`config.mk`:
```
export PLATFORM = sky130hd
export DESIGN_NAME = rgb_luminance_scaler_core
export DESIGN_NICKNAME = d
export VERILOG_FILES = /design/src/hdl/rlsc_pkg.sv /design/src/hdl/rlsc_fwd.sv /design/src/hdl/rlsc_inv.sv /design/src/hdl/rgb_luminance_scaler_core.sv
export SDC_FILE = /design/constraint.sdc
export NUM_CORES = 2
export LEC_CHECK = 0
export BUFFER_PORTS_ARGS = -buffer_cell sky130_fd_sc_hd__clkbuf_2
export CAP_MARGIN = 5
export CELL_PAD_IN_SITES_DETAIL_PLACEMENT = 0
export CELL_PAD_IN_SITES_GLOBAL_PLACEMENT = 2
export CORE_MARGIN = 2
export CORE_UTILIZATION = 48
export CTS_BUF_LIST = sky130_fd_sc_hd__clkbuf_4
export DETAILED_ROUTE_END_ITERATION = 7
export MAX_ROUTING_LAYER = met4
export PLACE_DENSITY_LB_ADDON = 0.08
export SYNTH_ARGS = -nofsm -noshare
export SYNTH_HDL_FRONTEND = slang
export SYNTH_HIERARCHICAL = 1
export SYNTH_SLANG_ARGS = --single-unit
```
`constraint.sdc`:
```
create_clock -name clk_i -period 17.76 [get_ports clk_i]
set_clock_uncertainty 0.15 [all_clocks]
set_input_delay 1.776 -clock clk_i [delete_from_list [all_inputs] [get_ports clk_i]]
set_output_delay 1.776 -clock clk_i [all_outputs]
set_load 0.01 [all_outputs]
```
`src/hdl/rlsc_pkg.sv`:
```
// ----------------------------------------------------------------------------
// rlsc_pkg
// Shared types, constants and rounding helpers for the RGB luma scaler.
// ----------------------------------------------------------------------------
package rlsc_pkg;

  // Number of register stages from input word to output word.
  localparam int unsigned NumStages = 5;

  // Luma gain after reset: unity in unsigned Q4.12.
  localparam logic [15:0] GainReset = 16'd4096;

  // Luma weights, unsigned Q0.14.
  localparam logic [13:0] CoefYr = 14'd4899;
  localparam logic [13:0] CoefYg = 14'd9617;
  localparam logic [13:0] CoefYb = 14'd1868;

  // Chroma and inverse transform weights, Q2.14 held as signed operands.
  localparam logic signed [31:0] CoefU  = 32'sd8061;
  localparam logic signed [31:0] CoefV  = 32'sd14369;
  localparam logic signed [31:0] CoefRv = 32'sd18675;
  localparam logic signed [31:0] CoefGu = 32'sd6466;
  localparam logic signed [31:0] CoefGv = 32'sd9513;
  localparam logic signed [31:0] CoefBu = 32'sd33294;

  // Input pixel word.
  typedef struct packed {
    logic [7:0] red_in;
    logic [7:0] green_in;
    logic [7:0] blue_in;
    logic [7:0] alpha_in;
  } pixel_in_t;

  // Output pixel word.
  typedef struct packed {
    logic [7:0] red_out;
    logic [7:0] green_out;
    logic [7:0] blue_out;
    logic [7:0] alpha_out;
  } pixel_out_t;

  // Chroma with 8 fraction bits, scaled luma with 8 fraction bits, and alpha.
  typedef struct packed {
    logic signed [16:0] u;
    logic signed [16:0] v;
    logic [19:0]        ys;
    logic [7:0]         alpha;
  } yuv_t;

  // Load enables of the forward transform stages.
  typedef struct packed {
    logic en1;
    logic en2;
    logic en3;
  } fwd_ctrl_t;

  // Load enables of the inverse transform stages.
  typedef struct packed {
    logic en4;
    logic en5;
  } inv_ctrl_t;

  // Divide a signed product by 2^14, rounding half away from zero.
  function automatic logic signed [16:0] round_q14(input logic signed [31:0] x);
    logic [31:0] mag;
    logic [31:0] rnd;
    mag = x[31] ? 32'(-x) : 32'(x);
    rnd = (mag + 32'd8192) >> 14;
    if (x[31]) begin
      round_q14 = -$signed(rnd[16:0]);
    end else begin
      round_q14 = $signed(rnd[16:0]);
    end
  endfunction

  // Divide by 2^22 half away from zero and saturate to 0..255. Any negative
  // value rounds to zero or below, so it always saturates to zero.
  function automatic logic [7:0] round_sat_q22(input logic signed [35:0] x);
    logic [35:0] rnd;
    rnd = (36'(x) + 36'd2097152) >> 22;
    if (x[35]) begin
      round_sat_q22 = 8'd0;
    end else if (rnd > 36'd255) begin
      round_sat_q22 = 8'hFF;
    end else begin
      round_sat_q22 = rnd[7:0];
    end
  endfunction

endpackage

```
`src/hdl/rlsc_fwd.sv`:
```
// ----------------------------------------------------------------------------
// rlsc_fwd
// Forward transform: RGB to Y, U, V and the gain on Y, in three stages.
// ----------------------------------------------------------------------------
module rlsc_fwd import rlsc_pkg::*; (
  input  logic      clk_i,
  input  fwd_ctrl_t ctrl_i,
  input  pixel_in_t pix_i,
  input  logic [15:0] gain_i,
  output yuv_t      yuv_o
);

  // Stage 1: weighted luma sum, rounded to 8 fraction bits.
  logic [21:0] ysum;
  logic [15:0] y_d, y_q;
  logic [7:0]  r1_q, b1_q, a1_q;

  always_comb begin
    ysum = 22'(22'(pix_i.red_in) * 22'(CoefYr) + 22'(pix_i.green_in) * 22'(CoefYg)
              + 22'(pix_i.blue_in) * 22'(CoefYb) + 22'd32);
    y_d  = ysum[21:6];
  end

  always_ff @(posedge clk_i) begin
    if (ctrl_i.en1) begin
      y_q  <= y_d;
      r1_q <= pix_i.red_in;
      b1_q <= pix_i.blue_in;
      a1_q <= pix_i.alpha_in;
    end
  end

  // Stage 2: chroma products and the luma gain product.
  logic signed [17:0] diff_b, diff_r;
  logic signed [31:0] pu_d, pv_d, pu_q, pv_q;
  logic [31:0]        py_d, py_q;
  logic [7:0]         a2_q;

  always_comb begin
    diff_b = $signed({2'b00, b1_q, 8'h00}) - $signed({2'b00, y_q});
    diff_r = $signed({2'b00, r1_q, 8'h00}) - $signed({2'b00, y_q});
    pu_d   = 32'(diff_b) * CoefU;
    pv_d   = 32'(diff_r) * CoefV;
    py_d   = 32'(y_q) * 32'(gain_i);
  end

  always_ff @(posedge clk_i) begin
    if (ctrl_i.en2) begin
      pu_q <= pu_d;
      pv_q <= pv_d;
      py_q <= py_d;
      a2_q <= a1_q;
    end
  end

  // Stage 3: round the products back to 8 fraction bits.
  yuv_t        yuv_d, yuv_q;
  logic [31:0] py_rnd;

  always_comb begin
    py_rnd      = py_q + 32'd2048;
    yuv_d.u     = round_q14(pu_q);
    yuv_d.v     = round_q14(pv_q);
    yuv_d.ys    = py_rnd[31:12];
    yuv_d.alpha = a2_q;
  end

  always_ff @(posedge clk_i) begin
    if (ctrl_i.en3) begin
      yuv_q <= yuv_d;
    end
  end

  assign yuv_o = yuv_q;

endmodule

```
`src/hdl/rlsc_inv.sv`:
```
// ----------------------------------------------------------------------------
// rlsc_inv
// Inverse transform: Y, U, V back to RGB, rounded and saturated, two stages.
// ----------------------------------------------------------------------------
module rlsc_inv import rlsc_pkg::*; (
  input  logic       clk_i,
  input  inv_ctrl_t  ctrl_i,
  input  yuv_t       yuv_i,
  output pixel_out_t pix_o
);

  // Stage 4: chroma contributions to each channel.
  logic signed [31:0] rv_q, gu_q, gv_q, bu_q;
  logic [19:0]        ys4_q;
  logic [7:0]         a4_q;

  always_ff @(posedge clk_i) begin
    if (ctrl_i.en4) begin
      rv_q  <= 32'(yuv_i.v) * CoefRv;
      gu_q  <= 32'(yuv_i.u) * CoefGu;
      gv_q  <= 32'(yuv_i.v) * CoefGv;
      bu_q  <= 32'(yuv_i.u) * CoefBu;
      ys4_q <= yuv_i.ys;
      a4_q  <= yuv_i.alpha;
    end
  end

  // Stage 5: accumulate with 22 fraction bits, round once and saturate.
  logic signed [35:0] base, r_acc, g_acc, b_acc;
  pixel_out_t         pix_d, pix_q;

  always_comb begin
    base            = $signed({2'b00, ys4_q, 14'd0});
    r_acc           = base + 36'(rv_q);
    g_acc           = base - 36'(gu_q) - 36'(gv_q);
    b_acc           = base + 36'(bu_q);
    pix_d.red_out   = round_sat_q22(r_acc);
    pix_d.green_out = round_sat_q22(g_acc);
    pix_d.blue_out  = round_sat_q22(b_acc);
    pix_d.alpha_out = a4_q;
  end

  always_ff @(posedge clk_i) begin
    if (ctrl_i.en5) begin
      pix_q <= pix_d;
    end
  end

  assign pix_o = pix_q;

endmodule

```
`src/hdl/rgb_luminance_scaler_core.sv`:
```
// ----------------------------------------------------------------------------
// rgb_luminance_scaler_core
// Luma gain on an RGBA pixel stream through a BT.601 YUV round trip.
// ----------------------------------------------------------------------------
// The block takes one pixel word per clock while the output side is ready
// and returns one pixel word for each, in order. The five register stages
// are luma sum, chroma and gain multiplies, rounding, inverse multiplies,
// and accumulate with saturation; each stage has its own valid bit and holds
// when it is full and the stage after it cannot move, so empty slots close
// up and a stalled output still lets new words enter until the pipe is
// full. The gain register is written through the configuration channel, which
// is always ready; write it only while no pixel is in flight.
module rgb_luminance_scaler_core import rlsc_pkg::*; (
  input  logic        clk_i,
  input  logic        rst_ni,
  input  logic        in_valid_i,
  output logic        in_ready_o,
  input  pixel_in_t   in_data_i,
  output logic        out_valid_o,
  input  logic        out_ready_i,
  output pixel_out_t  out_data_o,
  input  logic        cfg_valid_i,
  output logic        cfg_ready_o,
  input  logic [15:0] cfg_data_i
);

  // Gain register.
  logic [15:0] gain_q;

  assign cfg_ready_o = 1'b1;

  always_ff @(posedge clk_i or negedge rst_ni) begin
    if (!rst_ni) begin
      gain_q <= GainReset;
    end else if (cfg_valid_i) begin
      gain_q <= cfg_data_i;
    end
  end

  // Stage valid bits; a stage loads when it is empty or its successor moves.
  logic [NumStages-1:0] vld_d, vld_q, en;

  always_comb begin
    en[NumStages-1] = !vld_q[NumStages-1] || out_ready_i;
    for (int k = NumStages - 2; k >= 0; k--) begin
      en[k] = !vld_q[k] || en[k+1];
    end
    vld_d[0] = en[0] ? in_valid_i : vld_q[0];
    for (int k = 1; k < NumStages; k++) begin
      vld_d[k] = en[k] ? vld_q[k-1] : vld_q[k];
    end
  end

  always_ff @(posedge clk_i or negedge rst_ni) begin
    if (!rst_ni) begin
      vld_q <= '0;
    end else begin
      vld_q <= vld_d;
    end
  end

  assign in_ready_o  = en[0];
  assign out_valid_o = vld_q[NumStages-1];

  // Datapath.
  fwd_ctrl_t fwd_ctrl;
  inv_ctrl_t inv_ctrl;
  yuv_t      yuv;

  always_comb begin
    fwd_ctrl.en1 = en[0];
    fwd_ctrl.en2 = en[1];
    fwd_ctrl.en3 = en[2];
    inv_ctrl.en4 = en[3];
    inv_ctrl.en5 = en[4];
  end

  rlsc_fwd u_fwd (
    .clk_i  (clk_i),
    .ctrl_i (fwd_ctrl),
    .pix_i  (in_data_i),
    .gain_i (gain_q),
    .yuv_o  (yuv)
  );

  rlsc_inv u_inv (
    .clk_i  (clk_i),
    .ctrl_i (inv_ctrl),
    .yuv_i  (yuv),
    .pix_o  (out_data_o)
  );

endmodule

```
==> impl_results.md <==
* Post-synth top area share at 0.248
* Nature of the critical path endpoint: register
* Finish-stage setup viols at 0
* Final antenna-violating net count at 0
* DP HPWL at 106,000 microns
* Setup tns final at 0 ns
* Async SR Flop Fraction at 0.0566
* Postcts setup bufs at 0
* Vias in the first global route at 39.6k
* Total GRT Usage at 0.228
* GP Congestion at 0.859
* Post-Syn Nets at 7,338
* Flops & latches, synth at 371
* Hold path cells at 0
* Slowest stage delay, CP at 0.93 ns
* Starting density of the core at 0.484
* Delay-heaviest family, CP: adder cells
* Netlist cell types at 106
* Worst Hold End: u_fwd/yuv_o[2]
* Post-synthesis instance area at 0.0563 sq mm
* Placement Setup Slack at 8.72 ns
* CTS tree: yes
* Worst-Margin Slew at 1.06 ns
* Final period utilization at 0.504
* Hold WS at 0.206 ns
* Design area at 0.0597 sq mm
* H-tree depth at 3
* Worst hold path class: register to register
* Clk slew on worst S/H paths at 0.06 ns
* Post-synthesis cell count at 5,631
* Gr ovfl total at 0
* Chip height at 346 microns
* Crit Path Max Fanout at 20
* TritonCTS buffer count at 109
* Slew margin rel. at 0.288
* Root buf cell: clkbuf_4
* Post-cts resize count at 0
* Routed vias at 37.5k
* DRC Markers at 0
* RSZ-0062 raised after global routing: no
* Max Clk Rate at 112 MHz
* Most used DFF post-synth: edfxtp_1
* Cell Rows at 125
* Multi-input logic area at 0.0398 sq mm
* Largest net degree at the start of global routing at 67
* Sink Count at 371
* Clk_lat worst skew at 1.00 ns
* Drt initial violations at 1,346
* Final hold violation count at 0
* IO Count at 88
* Register area share after synthesis at 0.196
* DR pass1 iterations at 8
* RR Startpoint: u_fwd/y_q[3]
* Bufs and invs on worst path at 6
* IO Port Bufs at 86
* CP startpoint kind: register
* Post-Place Cell Area at 0.0584 sq mm
* Max Cap Viol at 0
* Tmin final at 8.95 ns
* Final net count at 7,460
* Top-count cell post-synth: inv_1
* Longest Clk Path Bufs at 3
* Final worst slack at 8.81 ns
* Worst Path Required at 18.28 ns
* Die width at 346 microns
* Area Growth Syn to Fin at 6.17%
* Synth Area per Inst at 9.99 sq um
* Die area at 0.120 sq mm
* Drt total wl at 128,000 microns
* Hold_buf cts at 0
* First-pass GRT wire length at 210,000 microns
* Via density at 5.09
* Pins Over Slew Limit at 0
* Kind of critical path: register to register
* Synth top cells by count: inv_1, ha_1, fa_1, edfxtp_1, nand2_1
* Hold_sp: u_fwd/a2_q[2]
* Leading area contributor after synthesis: fa_1
* DR WL/cell at 17.4 microns
* R2r setup slk at 8.81 ns
* Initial antenna violation count at 7
* RR Endpoint: u_fwd/pu_q[29]
* Slowest-stage cell, CP: nor4_1
* Most common cell on crit path: inv_1
* FF+latch area at 0.0110 sq mm
* Status: complete, no violations
* Share of cells above drive strength 1 at 0.0661
* Reg2Reg Depth at 30
* Layout fillers at 11.0k
* Syn. warnings at 6
* Worst Path Arrival at 9.47 ns
* Main area contributors after synthesis: fa_1, ha_1, edfxtp_1
* Post-synth EDFFs at 350
* Core area at 0.116 sq mm
[layer usage]
layer | wire (microns) | track usage | up-vias | share of wire
met5 | 0 | - | - | 0
met4 | 2780 | 0.0522 | 0 | 0.022
met3 | 3100 | 0.0229 | 153 | 0.024
met2 | 64400 | 0.397 | 453 | 0.50
met1 | 57800 | 0.285 | 18200 | 0.45
li1 | - | - | 18600 | -
[how the worst max path moves through the flow]
stage | start | to | slack, ns | depth (start not counted)
after CTS | u_fwd/y_q[3] | u_fwd/pu_q[30] | 8.80 | 27
after detailed placement | in_data_i[13] | u_fwd/y_q[13] | 8.72 | 29
final | u_fwd/y_q[3] | u_fwd/pu_q[29] | 8.81 | 30
after floorplan | in_data_i[13] | u_fwd/y_q[13] | 9.35 | 27
after global routing | u_fwd/y_q[3] | u_fwd/pu_q[29] | 8.14 | 30
after global placement | in_data_i[13] | u_fwd/y_q[13] | 8.71 | 29
[metrics by stage]
| step | std cells | utilization |
|---|---|---|
| global placement | 7166 | 0.502 |
| finish | 7368 | 0.514 |
| detailed placement | 7166 | 0.502 |
| floorplan | 5631 | - |
| CTS | 7362 | 0.514 |
| global route | 7368 | 0.514 |
[cell usage in the layout, fill, tap and decap left out, drive strengths merged, types with 35 or more instances in the layout]
cell type,synthesis,layout
nand3,74,74
xor2,125,125
o21ai,117,117
xnor2,284,284
and2,117,117
nor2,193,193
inv,1334,1338
clkbuf,81,242
ha,956,956
a21o,65,65
and3,38,38
nand2,331,331
edfxtp,350,350
clkinv,0,35
nor3,73,73
nor2b,40,40
a21oi,191,191
fa,698,698
[logic make-up after synthesis]
family                     after synthesis  synth area share
other                                    1         0.0000666
muxes                                   44           0.00912
and+or+nand+nor                       1050            0.0933
adders and majority gates             1655             0.461
xor gates and xnor gates               409            0.0640
AOI/OAI and AO/OA                      671            0.0800
buffers and inverters                 1430            0.0963
DFF                                    371             0.196
[registers in the layout, summed over array words and instances, names as in the netlist, 16 cells and up]
name,count
u_inv/gv_q,31
u_inv/rv_q,19
u_fwd/yuv_o,62
u_inv/bu_q,19
u_fwd/pv_q,30
gain_q,16
u_fwd/y_q,16
u_inv/gu_q,29
u_fwd/pu_q,31
u_inv/ys4_q,20
u_fwd/py_q,21
u_inv/pix_o,32
[final cells by class]
cell class / instances / area share
timing repair buffer: 107 / 0.00984
tap: 1524 / 0.0319
antenna: 6 / 0.000251
inverter: 1334 / 0.0838
multi-input combinational: 3830 / 0.667
clock buffer: 156 / 0.0196
clock inverter: 40 / 0.00314
sequential: 371 / 0.185
Power is left out: the tool's default activity adds up to more than one toggle a clock period on the data nets, which glitch-free logic cannot reach.
